$ cat config.mk
export PLATFORM = sky130hd
export DESIGN_NAME = attack_release_envelope_vca_unit
export DESIGN_NICKNAME = d
export VERILOG_FILES = /design/src/arevca_pkg.sv /design/src/arevca_fifo.sv /design/src/arevca_front.sv /design/src/arevca_div.sv /design/src/arevca_back.sv /design/src/attack_release_envelope_vca_unit.sv
export SDC_FILE = /design/constraint.sdc
export NUM_CORES = 1
export LEC_CHECK = 0
export BUFFER_PORTS_ARGS = -buffer_cell sky130_fd_sc_hd__buf_2
export CAP_MARGIN = 20
export CORE_UTILIZATION = 68
export DETAILED_ROUTE_END_ITERATION = 10
export HOLD_SLACK_MARGIN = 0.15
export PLACE_DENSITY = 0.89
export SYNTH_ARGS = -nofsm -noshare
export SYNTH_HDL_FRONTEND = slang
export SYNTH_SLANG_ARGS = --single-unit
$ cat constraint.sdc
create_clock -name clock -period 11.1 [get_ports clock]
set_input_delay 0 -clock clock [delete_from_list [all_inputs] [get_ports clock]]
set_output_delay 0 -clock clock [all_outputs]
set_load 0.03 [all_outputs]
$ cat src/arevca_pkg.sv
// shared types, constants and codes for the attack/release envelope gain unit
// no dependencies
package arevca_pkg;

   localparam int SAMPLE_W    = 16;
   localparam int LEVEL_W     = 17;   // 1.16 unsigned gain or level
   localparam int LEN_W       = 16;
   localparam int STEP_W      = 18;   // signed peak step
   localparam int WIDE_W      = 19;   // signed working width for level sums
   localparam int PROD_W      = LEVEL_W + 1 + SAMPLE_W;
   localparam int GAIN_SHIFT  = 16;
   localparam int QUEUE_DEPTH = 2;
   localparam int DEF_BIAS_SLEW_STEP = 64;

   localparam int DIVIDEND_W = LEVEL_W;
   localparam int DIVISOR_W  = LEN_W;
   localparam int DIV_CNT_W  = $clog2(DIVIDEND_W);

   localparam logic [LEVEL_W-1:0] UNITY = LEVEL_W'(65536);

   localparam logic [LEVEL_W-1:0] RST_PEAK_TARGET = LEVEL_W'(65536);
   localparam logic [LEN_W-1:0]   RST_ATTACK_LEN  = LEN_W'(1);
   localparam logic [LEN_W-1:0]   RST_RELEASE_LEN = LEN_W'(1);
   localparam logic [LEVEL_W-1:0] RST_BIAS_TARGET = '0;

   // configuration register indexes
   typedef enum logic [1:0] {
      CSR_PEAK_TARGET = 2'd0,
      CSR_ATTACK_LEN  = 2'd1,
      CSR_RELEASE_LEN = 2'd2,
      CSR_BIAS_TARGET = 2'd3
   } csr_index_type;

   // input commands
   typedef enum logic [1:0] {
      CMD_SAMPLE  = 2'd0,
      CMD_ATTACK  = 2'd1,
      CMD_RELEASE = 2'd2,
      CMD_UNUSED  = 2'd3
   } cmd_type;

   typedef enum logic [1:0] {
      PH_OFF     = 2'd0,
      PH_ATTACK  = 2'd1,
      PH_HOLD    = 2'd2,
      PH_RELEASE = 2'd3
   } phase_type;

   // work items passed from front to back
   typedef enum logic [1:0] {
      OP_SAMPLE,
      OP_ATTACK,
      OP_RELEASE
   } op_type;

   typedef enum logic [2:0] {
      ST_IDLE,
      ST_DIV,
      ST_SLEW,
      ST_GAIN,
      ST_MUL,
      ST_OUT
   } back_state_type;

   typedef struct packed {
      logic [1:0]                 cmd;
      logic signed [SAMPLE_W-1:0] sample_in;
   } req_type;

   typedef struct packed {
      logic signed [SAMPLE_W-1:0] sample_out;
      logic [1:0]                 env_phase;
   } rsp_type;

   typedef struct packed {
      op_type                     op;
      logic signed [SAMPLE_W-1:0] sample;
   } op_item_type;

   typedef struct packed {
      logic [LEVEL_W-1:0] peak_target;
      logic [LEN_W-1:0]   attack_len;
      logic [LEN_W-1:0]   release_len;
      logic [LEVEL_W-1:0] bias_target;
   } cfg_type;

   typedef struct packed {
      logic                  start;
      logic [DIVIDEND_W-1:0] dividend;
      logic [DIVISOR_W-1:0]  divisor;
   } div_req_type;

   typedef struct packed {
      logic                  done;
      logic [DIVIDEND_W-1:0] quotient;
   } div_rsp_type;

endpackage

$ cat src/arevca_fifo.sv
// small first-in first-out queue of any packed item type
// depends on arevca_pkg for the default depth
module arevca_fifo #(
   parameter int  DEPTH = arevca_pkg::QUEUE_DEPTH,
   parameter type item_type = logic
) (
   input  logic     clock,
   input  logic     reset,
   input  logic     wr_en,
   input  item_type wr_data,
   output logic     full,
   input  logic     rd_en,
   output item_type rd_data,
   output logic     empty
);
   localparam int PTR_W = (DEPTH > 1) ? $clog2(DEPTH) : 1;
   localparam int CNT_W = $clog2(DEPTH + 1);

   item_type         store_ff [DEPTH];
   logic [PTR_W-1:0] wr_ptr_ff, wr_ptr_in;
   logic [PTR_W-1:0] rd_ptr_ff, rd_ptr_in;
   logic [CNT_W-1:0] count_ff, count_in;
   logic             do_wr, do_rd;

   assign full    = (count_ff == CNT_W'(DEPTH));
   assign empty   = (count_ff == '0);
   assign do_wr   = wr_en && !full;
   assign do_rd   = rd_en && !empty;
   assign rd_data = store_ff[rd_ptr_ff];

   always_comb begin
      wr_ptr_in = wr_ptr_ff;
      rd_ptr_in = rd_ptr_ff;
      count_in  = count_ff;
      if (do_wr) begin
         wr_ptr_in = (wr_ptr_ff == PTR_W'(DEPTH - 1)) ? '0 : wr_ptr_ff + PTR_W'(1);
      end
      if (do_rd) begin
         rd_ptr_in = (rd_ptr_ff == PTR_W'(DEPTH - 1)) ? '0 : rd_ptr_ff + PTR_W'(1);
      end
      if (do_wr && !do_rd) begin
         count_in = count_ff + CNT_W'(1);
      end else if (do_rd && !do_wr) begin
         count_in = count_ff - CNT_W'(1);
      end
   end

   always_ff @(posedge clock) begin
      if (reset) begin
         wr_ptr_ff <= '0;
         rd_ptr_ff <= '0;
         count_ff  <= '0;
      end else begin
         wr_ptr_ff <= wr_ptr_in;
         rd_ptr_ff <= rd_ptr_in;
         count_ff  <= count_in;
      end
   end

   always_ff @(posedge clock) begin
      if (do_wr) begin
         store_ff[wr_ptr_ff] <= wr_data;
      end
   end

endmodule

$ cat src/arevca_front.sv
// front end: accepts commands, drops unused codes, queues work for the back end
// depends on arevca_pkg and arevca_fifo
module arevca_front #(
   parameter int QUEUE_DEPTH = arevca_pkg::QUEUE_DEPTH
) (
   input  logic                     clock,
   input  logic                     reset,
   input  logic                     push,
   input  arevca_pkg::req_type      req_data,
   output logic                     full,
   output logic                     op_valid,
   output arevca_pkg::op_item_type  op_item,
   input  logic                     op_take
);
   import arevca_pkg::*;

   op_item_type item;
   logic        keep;
   logic        op_empty;

   always_comb begin
      item.sample = req_data.sample_in;
      item.op     = OP_SAMPLE;
      keep        = 1'b1;
      unique case (cmd_type'(req_data.cmd))
         CMD_SAMPLE:  item.op = OP_SAMPLE;
         CMD_ATTACK:  item.op = OP_ATTACK;
         CMD_RELEASE: item.op = OP_RELEASE;
         default:     keep    = 1'b0;
      endcase
   end

   arevca_fifo #(
      .DEPTH     (QUEUE_DEPTH),
      .item_type (op_item_type)
   ) u_op_queue (
      .clock   (clock),
      .reset   (reset),
      .wr_en   (push && keep),
      .wr_data (item),
      .full    (full),
      .rd_en   (op_take),
      .rd_data (op_item),
      .empty   (op_empty)
   );

   assign op_valid = !op_empty;

endmodule

$ cat src/arevca_div.sv
// restoring divider, one quotient bit per cycle, for the trigger step
// depends on arevca_pkg
module arevca_div (
   input  logic                    clock,
   input  logic                    reset,
   input  arevca_pkg::div_req_type div_req,
   output arevca_pkg::div_rsp_type div_rsp
);
   import arevca_pkg::*;

   logic                  busy_ff, busy_in;
   logic                  done_ff, done_in;
   logic [DIV_CNT_W-1:0]  cnt_ff, cnt_in;
   logic [DIVISOR_W-1:0]  rem_ff, rem_in;
   logic [DIVIDEND_W-1:0] quo_ff, quo_in;
   logic [DIVISOR_W-1:0]  divisor_ff, divisor_in;
   logic [DIVISOR_W:0]    rem_shift;
   logic [DIVISOR_W:0]    rem_diff;
   logic                  fits;

   assign rem_shift = {rem_ff, quo_ff[DIVIDEND_W-1]};
   assign rem_diff  = rem_shift - {1'b0, divisor_ff};
   assign fits      = (rem_shift >= {1'b0, divisor_ff});

   always_comb begin
      busy_in    = busy_ff;
      done_in    = 1'b0;
      cnt_in     = cnt_ff;
      rem_in     = rem_ff;
      quo_in     = quo_ff;
      divisor_in = divisor_ff;
      if (div_req.start) begin
         busy_in    = 1'b1;
         cnt_in     = '0;
         rem_in     = '0;
         quo_in     = div_req.dividend;
         divisor_in = div_req.divisor;
      end else if (busy_ff) begin
         // remainder stays below the divisor, so it fits the divisor width
         rem_in = fits ? rem_diff[DIVISOR_W-1:0] : rem_shift[DIVISOR_W-1:0];
         quo_in = {quo_ff[DIVIDEND_W-2:0], fits};
         cnt_in = cnt_ff + DIV_CNT_W'(1);
         if (cnt_ff == DIV_CNT_W'(DIVIDEND_W - 1)) begin
            busy_in = 1'b0;
            done_in = 1'b1;
         end
      end
   end

   always_ff @(posedge clock) begin
      if (reset) begin
         busy_ff <= 1'b0;
         done_ff <= 1'b0;
         cnt_ff  <= '0;
      end else begin
         busy_ff <= busy_in;
         done_ff <= done_in;
         cnt_ff  <= cnt_in;
      end
   end

   always_ff @(posedge clock) begin
      rem_ff     <= rem_in;
      quo_ff     <= quo_in;
      divisor_ff <= divisor_in;
   end

   assign div_rsp.done     = done_ff;
   assign div_rsp.quotient = quo_ff;

endmodule

$ cat src/arevca_back.sv
// back end: envelope state, trigger step set-up, bias slew, gain and multiply
// depends on arevca_pkg; drives arevca_div through its request struct
module arevca_back #(
   parameter int BIAS_SLEW_STEP = arevca_pkg::DEF_BIAS_SLEW_STEP
) (
   input  logic                    clock,
   input  logic                    reset,
   input  arevca_pkg::cfg_type     cfg,
   input  logic                    op_valid,
   input  arevca_pkg::op_item_type op_item,
   output logic                    op_take,
   output arevca_pkg::div_req_type div_req,
   input  arevca_pkg::div_rsp_type div_rsp,
   output logic                    rsp_push,
   output arevca_pkg::rsp_type     rsp_item,
   input  logic                    rsp_full
);
   import arevca_pkg::*;

   localparam logic signed [WIDE_W-1:0] SLEW = WIDE_W'(BIAS_SLEW_STEP);

   back_state_type state_ff, state_in;
   phase_type      phase_ff, phase_in;
   logic [LEVEL_W-1:0]        peak_ff, peak_in;
   logic [LEVEL_W-1:0]        bias_ff, bias_in;
   logic signed [STEP_W-1:0]  step_ff, step_in;
   logic                      neg_ff, neg_in;
   logic signed [SAMPLE_W-1:0] sample_ff, sample_in;
   logic [LEVEL_W-1:0]        gain_ff, gain_in;
   logic signed [PROD_W-1:0]  prod_ff, prod_in;

   logic is_trigger;
   logic signed [WIDE_W-1:0] peak_w, bias_w, ptgt_w, btgt_w;
   logic signed [WIDE_W-1:0] delta, bias_up, bias_dn, step_w, psum;
   logic signed [WIDE_W-1:0] pa1, pa2, pa3, pr;
   logic [WIDE_W-1:0]        gsum;
   logic [LEN_W-1:0]         att_len, rel_len;
   logic                     step_pos, step_neg;
   phase_type                phase_next;
   logic [LEVEL_W-1:0]       peak_next;

   assign is_trigger = (op_item.op == OP_ATTACK) || (op_item.op == OP_RELEASE);

   assign peak_w = signed'(WIDE_W'(peak_ff));
   assign bias_w = signed'(WIDE_W'(bias_ff));
   assign ptgt_w = signed'(WIDE_W'(cfg.peak_target));
   assign btgt_w = signed'(WIDE_W'(cfg.bias_target));
   assign delta  = ptgt_w - peak_w;
   assign att_len = (cfg.attack_len == '0) ? LEN_W'(1) : cfg.attack_len;
   assign rel_len = (cfg.release_len == '0) ? LEN_W'(1) : cfg.release_len;

   // next state
   always_comb begin
      state_in = state_ff;
      unique case (state_ff)
         ST_IDLE: begin
            if (op_valid) begin
               state_in = is_trigger ? ST_DIV : ST_SLEW;
            end
         end
         ST_DIV:  if (div_rsp.done) state_in = ST_IDLE;
         ST_SLEW: state_in = ST_GAIN;
         ST_GAIN: state_in = ST_MUL;
         ST_MUL:  state_in = ST_OUT;
         ST_OUT:  if (!rsp_full) state_in = ST_IDLE;
         default: state_in = ST_IDLE;
      endcase
   end

   // handshakes and divider request
   always_comb begin
      op_take          = 1'b0;
      rsp_push         = 1'b0;
      div_req.start    = 1'b0;
      div_req.dividend = '0;
      div_req.divisor  = att_len;
      unique case (state_ff)
         ST_IDLE: begin
            op_take = op_valid;
            if (op_valid && is_trigger) begin
               div_req.start = 1'b1;
               if (op_item.op == OP_ATTACK) begin
                  // magnitude of the distance to the target
                  div_req.dividend = delta[WIDE_W-1] ? DIVIDEND_W'(-delta)
                                                     : DIVIDEND_W'(delta);
               end else begin
                  div_req.dividend = peak_ff;
                  div_req.divisor  = rel_len;
               end
            end
         end
         ST_OUT:  rsp_push = !rsp_full;
         default: ;
      endcase
   end

   // peak update after a sample
   assign step_w   = WIDE_W'(step_ff);
   assign psum     = peak_w + step_w;
   assign step_pos = !step_ff[STEP_W-1] && (step_ff != '0);
   assign step_neg = step_ff[STEP_W-1];

   always_comb begin
      pa1 = psum;
      if ((step_pos && psum > ptgt_w) || (step_neg && psum < ptgt_w)) begin
         pa1 = ptgt_w;
      end
      pa2 = (pa1 > signed'(WIDE_W'(UNITY))) ? signed'(WIDE_W'(UNITY)) : pa1;
      pa3 = pa2[WIDE_W-1] ? '0 : pa2;
      pr  = psum[WIDE_W-1] ? '0 : psum;

      phase_next = phase_ff;
      peak_next  = peak_ff;
      case (phase_ff)
         PH_ATTACK: begin
            peak_next = pa3[LEVEL_W-1:0];
            if ((step_pos && pa3 >= ptgt_w) || (step_neg && pa3 <= ptgt_w)) begin
               phase_next = PH_HOLD;
            end
         end
         PH_RELEASE: begin
            peak_next = pr[LEVEL_W-1:0];
            if (pr == '0) begin
               phase_next = PH_OFF;
            end
         end
         default: ;
      endcase
   end

   assign bias_up = bias_w + SLEW;
   assign bias_dn = bias_w - SLEW;
   assign gsum    = (phase_ff == PH_OFF) ? unsigned'(bias_w) : unsigned'(bias_w + peak_w);

   always_comb begin
      phase_in  = phase_ff;
      peak_in   = peak_ff;
      bias_in   = bias_ff;
      step_in   = step_ff;
      neg_in    = neg_ff;
      sample_in = sample_ff;
      gain_in   = gain_ff;
      prod_in   = prod_ff;
      case (state_ff)
         ST_IDLE: begin
            if (op_valid) begin
               sample_in = op_item.sample;
               if (op_item.op == OP_ATTACK) begin
                  phase_in = PH_ATTACK;
                  neg_in   = delta[WIDE_W-1];
               end else if (op_item.op == OP_RELEASE) begin
                  phase_in = PH_RELEASE;
                  neg_in   = 1'b1;
               end
            end
         end
         ST_DIV: begin
            if (div_rsp.done) begin
               step_in = neg_ff ? -signed'(STEP_W'(div_rsp.quotient))
                                :  signed'(STEP_W'(div_rsp.quotient));
            end
         end
         ST_SLEW: begin
            if (bias_w < btgt_w) begin
               bias_in = (bias_up > btgt_w) ? cfg.bias_target : bias_up[LEVEL_W-1:0];
            end else if (bias_w > btgt_w) begin
               bias_in = (bias_dn < btgt_w) ? cfg.bias_target : bias_dn[LEVEL_W-1:0];
            end
         end
         ST_GAIN: begin
            gain_in = (gsum > WIDE_W'(UNITY)) ? UNITY : gsum[LEVEL_W-1:0];
         end
         ST_MUL: begin
            prod_in = signed'({1'b0, gain_ff}) * sample_ff;
         end
         ST_OUT: begin
            if (!rsp_full) begin
               phase_in = phase_next;
               peak_in  = peak_next;
            end
         end
         default: ;
      endcase
   end

   assign rsp_item.sample_out = prod_ff[GAIN_SHIFT +: SAMPLE_W];
   assign rsp_item.env_phase  = phase_next;

   always_ff @(posedge clock) begin
      if (reset) begin
         state_ff <= ST_IDLE;
         phase_ff <= PH_OFF;
         peak_ff  <= '0;
         bias_ff  <= '0;
         step_ff  <= '0;
      end else begin
         state_ff <= state_in;
         phase_ff <= phase_in;
         peak_ff  <= peak_in;
         bias_ff  <= bias_in;
         step_ff  <= step_in;
      end
   end

   always_ff @(posedge clock) begin
      neg_ff    <= neg_in;
      sample_ff <= sample_in;
      gain_ff   <= gain_in;
      prod_ff   <= prod_in;
   end

endmodule

$ cat src/attack_release_envelope_vca_unit.sv
// top level of the attack/release envelope gain unit: registers, front, back
// depends on arevca_pkg, arevca_front, arevca_div, arevca_back, arevca_fifo
//
//   channel   handshake        payload                 moves
//   input     push / full      req_data (cmd, sample)  one command per transfer
//   result    pop / empty      rsp_data (sample, ph)   one result per sample
//   config    valid / ready    csr_index, csr_data     one register write
//
// a sample passes the back end through its take, slew, gain, multiply and output steps;
// a trigger is taken and then waits on the divider, which gives one quotient bit per cycle.
// reset is synchronous; it clears the envelope state and the queues and loads the register defaults.
// a full result queue holds the back end in its output step; commands keep
// queueing in front until the front queue is full.
module attack_release_envelope_vca_unit #(
   parameter int BIAS_SLEW_STEP = arevca_pkg::DEF_BIAS_SLEW_STEP,
   parameter int QUEUE_DEPTH    = arevca_pkg::QUEUE_DEPTH
) (
   input  logic                          clock,
   input  logic                          reset,
   input  logic                          push,
   input  arevca_pkg::req_type           req_data,
   output logic                          full,
   input  logic                          pop,
   output arevca_pkg::rsp_type           rsp_data,
   output logic                          empty,
   input  logic                          valid,
   output logic                          ready,
   input  logic [1:0]                    csr_index,
   input  logic [arevca_pkg::LEVEL_W-1:0] csr_data
);
   import arevca_pkg::*;

   cfg_type     cfg_ff, cfg_in;
   op_item_type op_item;
   logic        op_valid, op_take;
   div_req_type div_req;
   div_rsp_type div_rsp;
   rsp_type     rsp_item;
   logic        rsp_push, rsp_full;

   assign ready = 1'b1;

   always_comb begin
      cfg_in = cfg_ff;
      if (valid && ready) begin
         unique case (csr_index_type'(csr_index))
            CSR_PEAK_TARGET: cfg_in.peak_target = csr_data;
            CSR_ATTACK_LEN:  cfg_in.attack_len  = csr_data[LEN_W-1:0];
            CSR_RELEASE_LEN: cfg_in.release_len = csr_data[LEN_W-1:0];
            CSR_BIAS_TARGET: cfg_in.bias_target = csr_data;
            default: ;
         endcase
      end
   end

   always_ff @(posedge clock) begin
      if (reset) begin
         cfg_ff.peak_target <= RST_PEAK_TARGET;
         cfg_ff.attack_len  <= RST_ATTACK_LEN;
         cfg_ff.release_len <= RST_RELEASE_LEN;
         cfg_ff.bias_target <= RST_BIAS_TARGET;
      end else begin
         cfg_ff <= cfg_in;
      end
   end

   arevca_front #(
      .QUEUE_DEPTH (QUEUE_DEPTH)
   ) u_front (
      .clock    (clock),
      .reset    (reset),
      .push     (push),
      .req_data (req_data),
      .full     (full),
      .op_valid (op_valid),
      .op_item  (op_item),
      .op_take  (op_take)
   );

   arevca_div u_div (
      .clock   (clock),
      .reset   (reset),
      .div_req (div_req),
      .div_rsp (div_rsp)
   );

   arevca_back #(
      .BIAS_SLEW_STEP (BIAS_SLEW_STEP)
   ) u_back (
      .clock    (clock),
      .reset    (reset),
      .cfg      (cfg_ff),
      .op_valid (op_valid),
      .op_item  (op_item),
      .op_take  (op_take),
      .div_req  (div_req),
      .div_rsp  (div_rsp),
      .rsp_push (rsp_push),
      .rsp_item (rsp_item),
      .rsp_full (rsp_full)
   );

   // result queue parts the back end from the consumer
   arevca_fifo #(
      .DEPTH     (QUEUE_DEPTH),
      .item_type (rsp_type)
   ) u_rsp_queue (
      .clock   (clock),
      .reset   (reset),
      .wr_en   (rsp_push),
      .wr_data (rsp_item),
      .full    (rsp_full),
      .rd_en   (pop),
      .rd_data (rsp_data),
      .empty   (empty)
   );

endmodule

**Word-level counts from Yosys, hierarchy flattened**

Memories as Yosys holds them, arrays and structs flattened. A register that Yosys moved wholly into a read port is not among the register bits.
Index checks and enable logic that the tools add are counted.

- Register bits: 253
- Bits in writable memories: 72
- Bits of input ports: 42
- Output and inout port bits: 21
- Word-level logic and storage cells: 198
- Memories kept: 2

- $add $sub $neg: 17
- Multiply operators: 1
- $lt $le $gt $ge: 11
- Eq/ne operators: 21
- Mux-type cells: 60
- Bitwise operators: 3
- Reductions and logical operators: 58

Memory list:

| memory | words | width | read ports | clocked after Yosys merged registers in | wr ports | line | text |
|---|---|---|---|---|---|---|---|
| u_front.u_op_queue.store_ff | 2 | 18 | 1 | 1 | 1 | arevca_fifo.sv:19 | `item_type store_ff [DEPTH];` |
| u_rsp_queue.store_ff | 2 | 18 | 1 | 1 | 1 | arevca_fifo.sv:19 |  |

Operators with widths:

| operator | count |
|---|---|
| 17-bit two-way mux | 8 |
| 34-bit two-way mux | 2 |
| 16-bit two-way mux | 4 |
| 19-bit two-way mux | 3 |
| 18-bit two-way mux | 3 |
| 19-bit by 18-bit > comparator with 1-bit output | 2 |
| 19-bit by 18-bit less-than comparator with 1-bit output | 2 |
| 17-bit case mux with 2 select lines | 1 |
| 16-bit zero test | 2 |
| 18-bit by 16-bit multiplier with 32-bit output | 1 |
| 2-bit two-way mux | 11 |
| 1-bit two-way mux | 21 |
| 18-bit by 18-bit adder with 19-bit output | 1 |
| 19-bit by 18-bit >= comparator with 1-bit output | 1 |
| 19-bit by 17-bit > comparator with 1-bit output (second input constant) | 1 |
| 19-bit by 18-bit > comparator with 1-bit output (second input constant) | 1 |
| 19-bit by 18-bit less-or-equal comparator with 1-bit output | 1 |
| 19-bit zero test | 1 |
| 17-bit by 17-bit adder with 18-bit output | 1 |
| 17-bit by 7-bit adder with 18-bit output (second input constant) | 1 |
| 17-bit negation with 18-bit output | 1 |
| 3-bit case mux with 6 select lines | 1 |
| 18-bit nonzero test | 1 |
| 17-bit by 17-bit subtractor with 18-bit output | 1 |
| other kinds (32) | 99 |

**Logic depth before layout (Yosys ltp)**

Gate-level depths: netlist of run 1.

- Depth after elaboration: 15
- Gate-level depth with buffers: 30

**Modules after synthesis**

From an unflattened synthesis of run 1, not the netlist that was laid out.

- Cell total of the unflattened synthesis: 2991
- Area total of the unflattened synthesis: 27930.5 um2

Modules (own cells, without submodules):

| module | instances | cells each | area an instance (um2) | seq. area each (um2) |
|---|---|---|---|---|
| arevca_back | 1 | 2294 | 19117.1 | 2642.5 |
| arevca_div | 1 | 289 | 3098.0 | 1451.4 |
| arevca_fifo | 2 | 81 | 1514.0 | 1181.1 |
| attack_release_envelope_vca_unit | 1 | 242 | 2661.3 | 1321.3 |
| arevca_front | 1 | 4 | 26.3 | 0.0 |

**Worst setup path before layout of run 1**

Ideal clock, no wire load.

- Kind: register -> register
- Start: register u_back.peak_ff[0]
- End: register u_back.phase_ff[1]
- Setup time: 59 ps
- Arrival: 7352 ps
- Required time: 11041 ps
- Path slack: 3689 ps
- Stages on the path, launching flop included: 30
- Path buffers: 2
- Clock period less this slack: 7411 ps
- Path through: dfxtp_1 > ha_1 > fa_1 > a211oi_2 > o21ai_0 > a21oi_1 > o221ai_1 > or3_2 > and2_1 > ha_1 > nand2_1 > nor4_1 > o221ai_1 > and3_1 > a21oi_1 > o221a_2 > clkbuf_1 > buf_2 > mux2i_1 > nor2_1 > ha_1 > and4_1 > or4b_2 > a211oi_1 > a211oi_1 > and3_1 > o22a_2 > or4b_2 > o311ai_2 > a221o_1

RTL lines:

| what | line | text |
|---|---|---|
| start: declaration | arevca_back.sv:24 | `logic [LEVEL_W-1:0] peak_ff, peak_in;` |
| start signal: assignment | arevca_back.sv:199 | `peak_ff <= peak_in;` |
| end signal: assignment | arevca_back.sv:198 | `phase_ff <= phase_in;` |
| end: declaration | arevca_back.sv:23 | `phase_type phase_ff, phase_in;` |

==> results of run 1 <==
## registers in the layout (all words and copies together), names as in the netlist, 2 cells and up, named ones only
register	count
u_rsp_queue.store_ff	36
u_div.quo_ff	17
u_div.divisor_ff	16
u_back.step_ff	18
cfg_ff	66
u_div.cnt_ff	5
u_front.u_op_queue.store_ff	36
u_rsp_queue.count_ff	2
u_back.gain_ff	17
u_back.phase_ff	2
u_div.rem_ff	16
u_front.u_op_queue.count_ff	2
u_back.bias_ff	17
u_back.prod_ff	16
u_back.state_ff	3
u_back.sample_ff	16
u_back.peak_ff	17
## synthesized netlist by cell type (all sizes together), types with 26 or more instances
library cell / instances / area [um2]
ha: 259 / 3240
a211oi: 37 / 283
clkbuf: 120 / 492
nand3: 50 / 250
o21ai: 116 / 581
fa: 211 / 4220
xor2: 50 / 438
nand2: 387 / 1450
nor4: 28 / 190
mux2: 42 / 473
nor3: 54 / 270
mux2i: 47 / 470
inv: 364 / 1370
xnor2: 60 / 526
edfxtp: 155 / 4650
and3: 26 / 163
nor2: 157 / 589
dfxtp: 156 / 3120
and2: 122 / 763
a21oi: 185 / 926
nand2b: 53 / 332
a21o: 37 / 278
## per-stage QoR
stage | hold WS, ns | area, um2 | cells | setup slack (ns) | utilization (%)
4_1_cts | 0.154 | 29800 | 3623 | 2.73 | 74.8
5_1_grt | 0.177 | 29900 | 3625 | 2.15 | 74.8
6_report | 0.153 | 29900 | 3626 | 2.71 | 74.8
3_5_place_dp | 0.194 | 28200 | 3510 | 2.77 | 70.5
2_1_floorplan | 0.0989 | 27700 | 3047 | 3.69 | -
3_3_place_gp | 0.194 | 28200 | 3510 | 3.06 | 70.5
## worst max-delay path: cells and delay by family (launching register included)
family | cells | cell delay (ns)
AO/OA/AOI/OAI | 13 | 3.22
adder cells (fa/ha/maj) | 4 | 1.27
AND/OR/NAND/NOR | 11 | 3.48
flip-flops | 1 | 0.38
## kinds of logic (layout without fill, tap and decap cells)
kind of cell | Yosys count | in the layout | share of synthesized area (%)
DFF | 311 | 311 | 28.1
muxes | 89 | 89 | 3.41
adders and majority gates | 470 | 470 | 27.0
xor gates and xnor gates | 110 | 110 | 3.48
AOI/OAI and AO/OA | 575 | 575 | 13.5
buffers and inverters | 499 | 552 | 7.04
other | 1 | 2 | 0.0136
and+or+nand+nor | 992 | 992 | 17.4
## cell type report
cell class                 count  area (um2)
inverter                     365        1370
antenna                        1        2.50
tap                          525         657
multi-input combinational   2237       18000
clock inverter                19         215
sequential                   311        7780
fill                        2601       10000
clock buffer                  49        1020
timing repair buffer         119         863
## worst max-delay path by stage
stage	slack [ns]	end	from	cells after the start
floorplan	3.69	u_back.phase_ff[1]	u_back.peak_ff[0]	29
global placement	3.06	u_back.phase_ff[1]	u_back.peak_ff[0]	28
detailed placement	2.77	u_back.phase_ff[1]	u_back.peak_ff[0]	28
CTS	2.73	u_back.phase_ff[1]	u_back.peak_ff[0]	28
global route	2.15	u_back.phase_ff[1]	u_back.peak_ff[0]	28
finish	2.71	u_back.phase_ff[1]	u_back.peak_ff[0]	28
## per-layer routing
metal | global-route usage [%] | part of all wire (%) | vias to the layer above
met4 | 26.3 | 7.2 | 0
li1 | - | - | 10500
met1 | 44.2 | 37 | 11100
met5 | 0 | 0 | -
met2 | 62.8 | 48 | 1240
met3 | 5.58 | 8.3 | 327
==> summary.md, run 1 <==
- complete, no violations — outcome
- 9.08 um2 — average instance area after synthesis
- 45 — cts-stage hold buffer count
- 0 — grt total ovfl
- 76700 um — overall routed net length
- 7.97% — post-synthesis to final-layout area growth
- 8.90 ns — arrival time of data at the critical path endpoint
- 63 — Top Ports
- 0 — number of max-slew violations in the final report
- 21.2 um — average wire length per cell after detail routing
- 37 — total CTS buffers
- 61 — number of buffers added on ports
- sky130_fd_sc_hd__or4b_2 — Slowest cell on crit path
- 204 um — height of the die
- 37.4% — total global-route track usage
- u_back.peak_ff[0] — start of the worst register-to-register path
- 41500 um2 — floorplan die area
- 0 — Final ANT Viol Nets
- 0 — number of remaining DRC errors
- u_front.u_op_queue.store_ff[1][5] — hold worst-path end
- 6.38 — vias per cell
- 0.66 ns — maximum cell stage delay along the critical path
- 0 — number of buffers inserted by post-CTS setup repair
- 3 — maximum buffer depth of the clock tree
- 155 — number of flops mapped to enable cells by yosys
- 2.71 ns — R2R setup slack
- 3559 — syn_nets
- 8.39 ns — final critical path time including I/O delays and setup
- 0 — number of violations of the max-capacitance limit
- 7.29% — share of layout cells above drive strength 1
- 28 — depth of the worst register-to-register path
- 73 — Row Count
- 11.61 ns — worst path required time
- 3583 — final net count
- 0 — initial antenna violation count
- 75.6% — period utilization
- 0 — endpoints failing setup
- 27700 um2 — synthesized cell area
- 39900 um2 — Placeable Area
- 0 — total of cells resized after clock tree synthesis
- 56200 um — detailed placement HPWL
- sky130_fd_sc_hd__dfxtp_1 — top_reg_cell synth
- 2079 — first-iteration detailed-routing DRC count
- sky130_fd_sc_hd__nand2_1, sky130_fd_sc_hd__inv_1, sky130_fd_sc_hd__ha_1 — most frequent cells in the layout
- 0 — number of warnings reported in the yosys synthesis log
- 0.57 ns — Clock Latency Late Sink
- 122000 um — first-pass GRT wire length
- 19 — Crit Path Max Fanout
- 311 — number of clock sinks
- 69.3% — Starting Density
- in -> reg — type of the worst min-delay path
- 23.1k — total vias in the final route
- 0.0141 ns — Max Clock Skew
- 204 um — Chip Width
- req_data[5] — Hold Startpoint
- reg -> reg — critical path class
- 2 — total number of H-tree levels
- 0% — async set-or-reset flop fraction in the synthesized netlist
- 0 ns — summed negative setup slack over all endpoints
- sky130_fd_sc_hd__ha_1 — most frequent cell on the critical path
- 0.119 GHz — highest clock rate
- 3047 — count of mapped cells out of synthesis
- 2 — number of cells on the worst hold path
- 23.1% — Max-Slew Margin vs Limit
- 311 — synthesized flop and latch total
- u_back.phase_ff[1] — worst r2r dst
- 28.1% — share of the yosys chip area belonging to registers
- 0.07 ns — clock slew at the register clock pins of the worst setup and hold paths
- 23.7k — number of global-route vias before repair
- 7 — DR pass1 iterations
- 1.15 ns — Tightest Pin Transition
- no — RSZ-0062 raised after global routing
- built — clock tree from TritonCTS
- 67 — pin count of the biggest net entering global routing
- 0.979 — GP Congestion
- 96 — count of cell types in the netlist
- register — critical path launch point type
- sky130_fd_sc_hd__nand2_1 — most frequent standard cell in the layout excluding fill and tap cells
- register — kind of capture point of the worst setup path
- 0 — Hold Vio Cnt, Final
- sky130_fd_sc_hd__clkbuf_16 — CTS root buf
Power of run 1 is left out: the tool's default activity adds up to more than one toggle a clock period on the data nets, which glitch-free logic cannot reach.
==> run 2, diff against run 1 <==
--- a/config.mk
+++ b/config.mk
@@ -7,10 +7,10 @@
 export LEC_CHECK = 0
 export BUFFER_PORTS_ARGS = -buffer_cell sky130_fd_sc_hd__buf_2
 export CAP_MARGIN = 20
-export CORE_UTILIZATION = 68
+export CORE_UTILIZATION = 65
 export DETAILED_ROUTE_END_ITERATION = 10
 export HOLD_SLACK_MARGIN = 0.15
-export PLACE_DENSITY = 0.89
+export PLACE_DENSITY = 0.85
 export SYNTH_ARGS = -nofsm -noshare
 export SYNTH_HDL_FRONTEND = slang
 export SYNTH_SLANG_ARGS = --single-unit
==> constraint.sdc (replaced) <==
create_clock -name clock -period 8 [get_ports clock]
set_input_delay 0 -clock clock [delete_from_list [all_inputs] [get_ports clock]]
set_output_delay 0 -clock clock [all_outputs]
set_load 0.03 [all_outputs]
==> summary.md, run 2 (synthesis gave the netlist of run 1 again) <==
- no — RSZ-0062 raised after global routing
- 8.33% — post-synthesis to final-layout area growth
- 3026 — fill cell instance count of the final layout, +16%
- 3596 — final net count, +0.36%
- 0 — Antenna Diode Count, -1
- complete, no violations — outcome
- register — kind of capture point of the worst setup path
- cfg_ff: 66 flops, u_front.u_op_queue.store_ff: 36 flops, u_rsp_queue.store_ff: 36 flops — largest registers
- 0.418 ns — worst setup slack after layout, -2.29 ns
- 56100 um — detailed placement HPWL, -0.24%
- 0 — Hold Vio Cnt, Final, unchanged
- 0.990 — GP Congestion, +1.1%
- cfg_ff — register name with the most flops
- 87 — pin count of the biggest net entering global routing, +30%
- 63 — Top Ports, unchanged
- 121000 um — first-pass GRT wire length, -0.77%
- 7780 um2 — footprint of the flip-flops and latches, unchanged
- 71.4% — final core utilization, -3.4 points
- 75 — Row Count, +2.7%
- 94.8% — period utilization, +19 points
- 0 ns — summed negative setup slack over all endpoints, unchanged
- 66.0% — Starting Density, -3.4 points
- 0 — endpoints failing setup, unchanged
- 0 — number of violations of the max-capacitance limit, unchanged
- 208 um — Chip Width, +2.3%
- 41900 um2 — Placeable Area, +5.1%
- 1.08 ns — Tightest Pin Transition, -0.0716 ns
- 23.1k — number of global-route vias before repair, -2.6%
- sky130_fd_sc_hd__or4b_2 — Slowest cell on crit path
- 8.50 ns — worst path required time, -3.11 ns
- 0 — number of remaining DRC errors, unchanged
- 0 — number of max-slew violations in the final report, unchanged
- 0 — Final ANT Viol Nets, unchanged
- 8.08 ns — arrival time of data at the critical path endpoint, -0.82 ns
- 22.9k — total vias in the final route, -1.1%
- 208 um — height of the die, +2.3%
- 66 — flip-flop count of the largest register after layout, unchanged
- 0 — grt total ovfl, unchanged
- 10 — Crit Path Max Fanout, -9
- sky130_fd_sc_hd__ha_1 — most frequent cell on the critical path
- 7.58 ns — final critical path time including I/O delays and setup, -0.812 ns
- 311 — number of clock sinks, unchanged
- 2 — total number of H-tree levels, unchanged
- sky130_fd_sc_hd__nand2_1 — most frequent standard cell in the layout excluding fill and tap cells
- 75600 um — overall routed net length, -1.4%
- sky130_fd_sc_hd__clkbuf_16 — CTS root buf
- 7.75% — share of layout cells above drive strength 1, +0.46 points
- 0.132 GHz — highest clock rate, +11%
- sky130_fd_sc_hd__nand2_1, sky130_fd_sc_hd__inv_1, sky130_fd_sc_hd__ha_1 — most frequent cells in the layout
- 0 — initial antenna violation count, unchanged
- 28.2% — Max-Slew Margin vs Limit, +5.1 points
- register — critical path launch point type
- 0.219 ns — worst slack after detailed placement, -2.56 ns
- 0.42 ns — R2R setup slack, -2.29 ns
- reg -> reg — critical path class
- built — clock tree from TritonCTS
- 0.66 ns — maximum cell stage delay along the critical path, about the same
- in -> reg — type of the worst min-delay path
- 35.2% — total global-route track usage, -2.3 points
- 0.56 ns — Clock Latency Late Sink, about the same
- 20.7 um — average wire length per cell after detail routing, -2.0%
- 18000 um2 — area of combinational cells with multiple inputs, +0.24%
- 0.06 ns — clock slew at the register clock pins of the worst setup and hold paths, about the same
- 1768 — first-iteration detailed-routing DRC count, -15%
- 43400 um2 — floorplan die area, +4.6%
- 6.27 — vias per cell, -1.7%
- 3 — maximum buffer depth of the clock tree, unchanged
- 61 — number of buffers added on ports, unchanged
- 6 — DR pass1 iterations, -1
- 36 — total CTS buffers, -2.7%
- 0.0156 ns — Max Clock Skew, +0.00150 ns
[run 2: through the flow]
| stage | hold slack [ns] | std cells | cell area, um2 |
|---|---|---|---|
| detailed placement | 0.197 | 3538 | 28300 |
| finish | 0.167 | 3649 | 30000 |
| CTS | 0.162 | 3647 | 29900 |
| global route | 0.174 | 3649 | 30000 |
| global placement | 0.194 | 3538 | 28300 |
| floorplan | 0.0989 | 3047 | 27700 |
[run 2: what timing repair did]
action	in CTS	in global routing
setup endpoints to repair	0	5
endpoints found under the hold margin	129	0
hold buffers	45	0
gates resized for setup	0	10
setup buffers	0	0
[run 2: worst paths after layout]
path                                                           to  cells past startpoint               start
worst max-delay path                           u_back.phase_ff[1]                     28   u_back.peak_ff[0]
worst min-delay path            u_front.u_op_queue.store_ff[1][3]                      2         req_data[3]
worst max register to register                 u_back.phase_ff[1]                     28   u_back.peak_ff[0]
worst min register to register         u_rsp_queue.store_ff[1][2]                      0  u_back.prod_ff[16]
[run 2: cell type report]
| class | count | share of cell area, % |
|---|---|---|
| multi-input cells | 2237 | 60.1 |
| clock inverters | 19 | 0.647 |
| flip-flops and latches | 311 | 26.0 |
| well taps | 539 | 2.25 |
| repair buffers | 133 | 3.24 |
| clock buffers | 45 | 3.26 |
| inverters | 365 | 4.57 |
[run 2: metal layers]
| layer | routed length (um) | track usage (%) | up-vias |
|---|---|---|---|
| met4 | 4730 | 20.7 | 0 |
| met5 | 0 | 0 | - |
| li1 | - | - | 10500 |
| met2 | 36600 | 59.8 | 1060 |
| met1 | 29100 | 43.2 | 11100 |
| met3 | 5240 | 4.15 | 271 |
[run 2: critical path: cells and delay by family, from the launching register on]
kind / cells / cell delay (ns)
and+or+nand+nor: 10 / 3.03
AOI/OAI and AO/OA: 12 / 2.40
adders and majority gates: 4 / 1.26
DFF: 1 / 0.37
muxes: 1 / 0.27
buffers and inverters: 1 / 0.20
Power of run 2 is left out for the same reason.
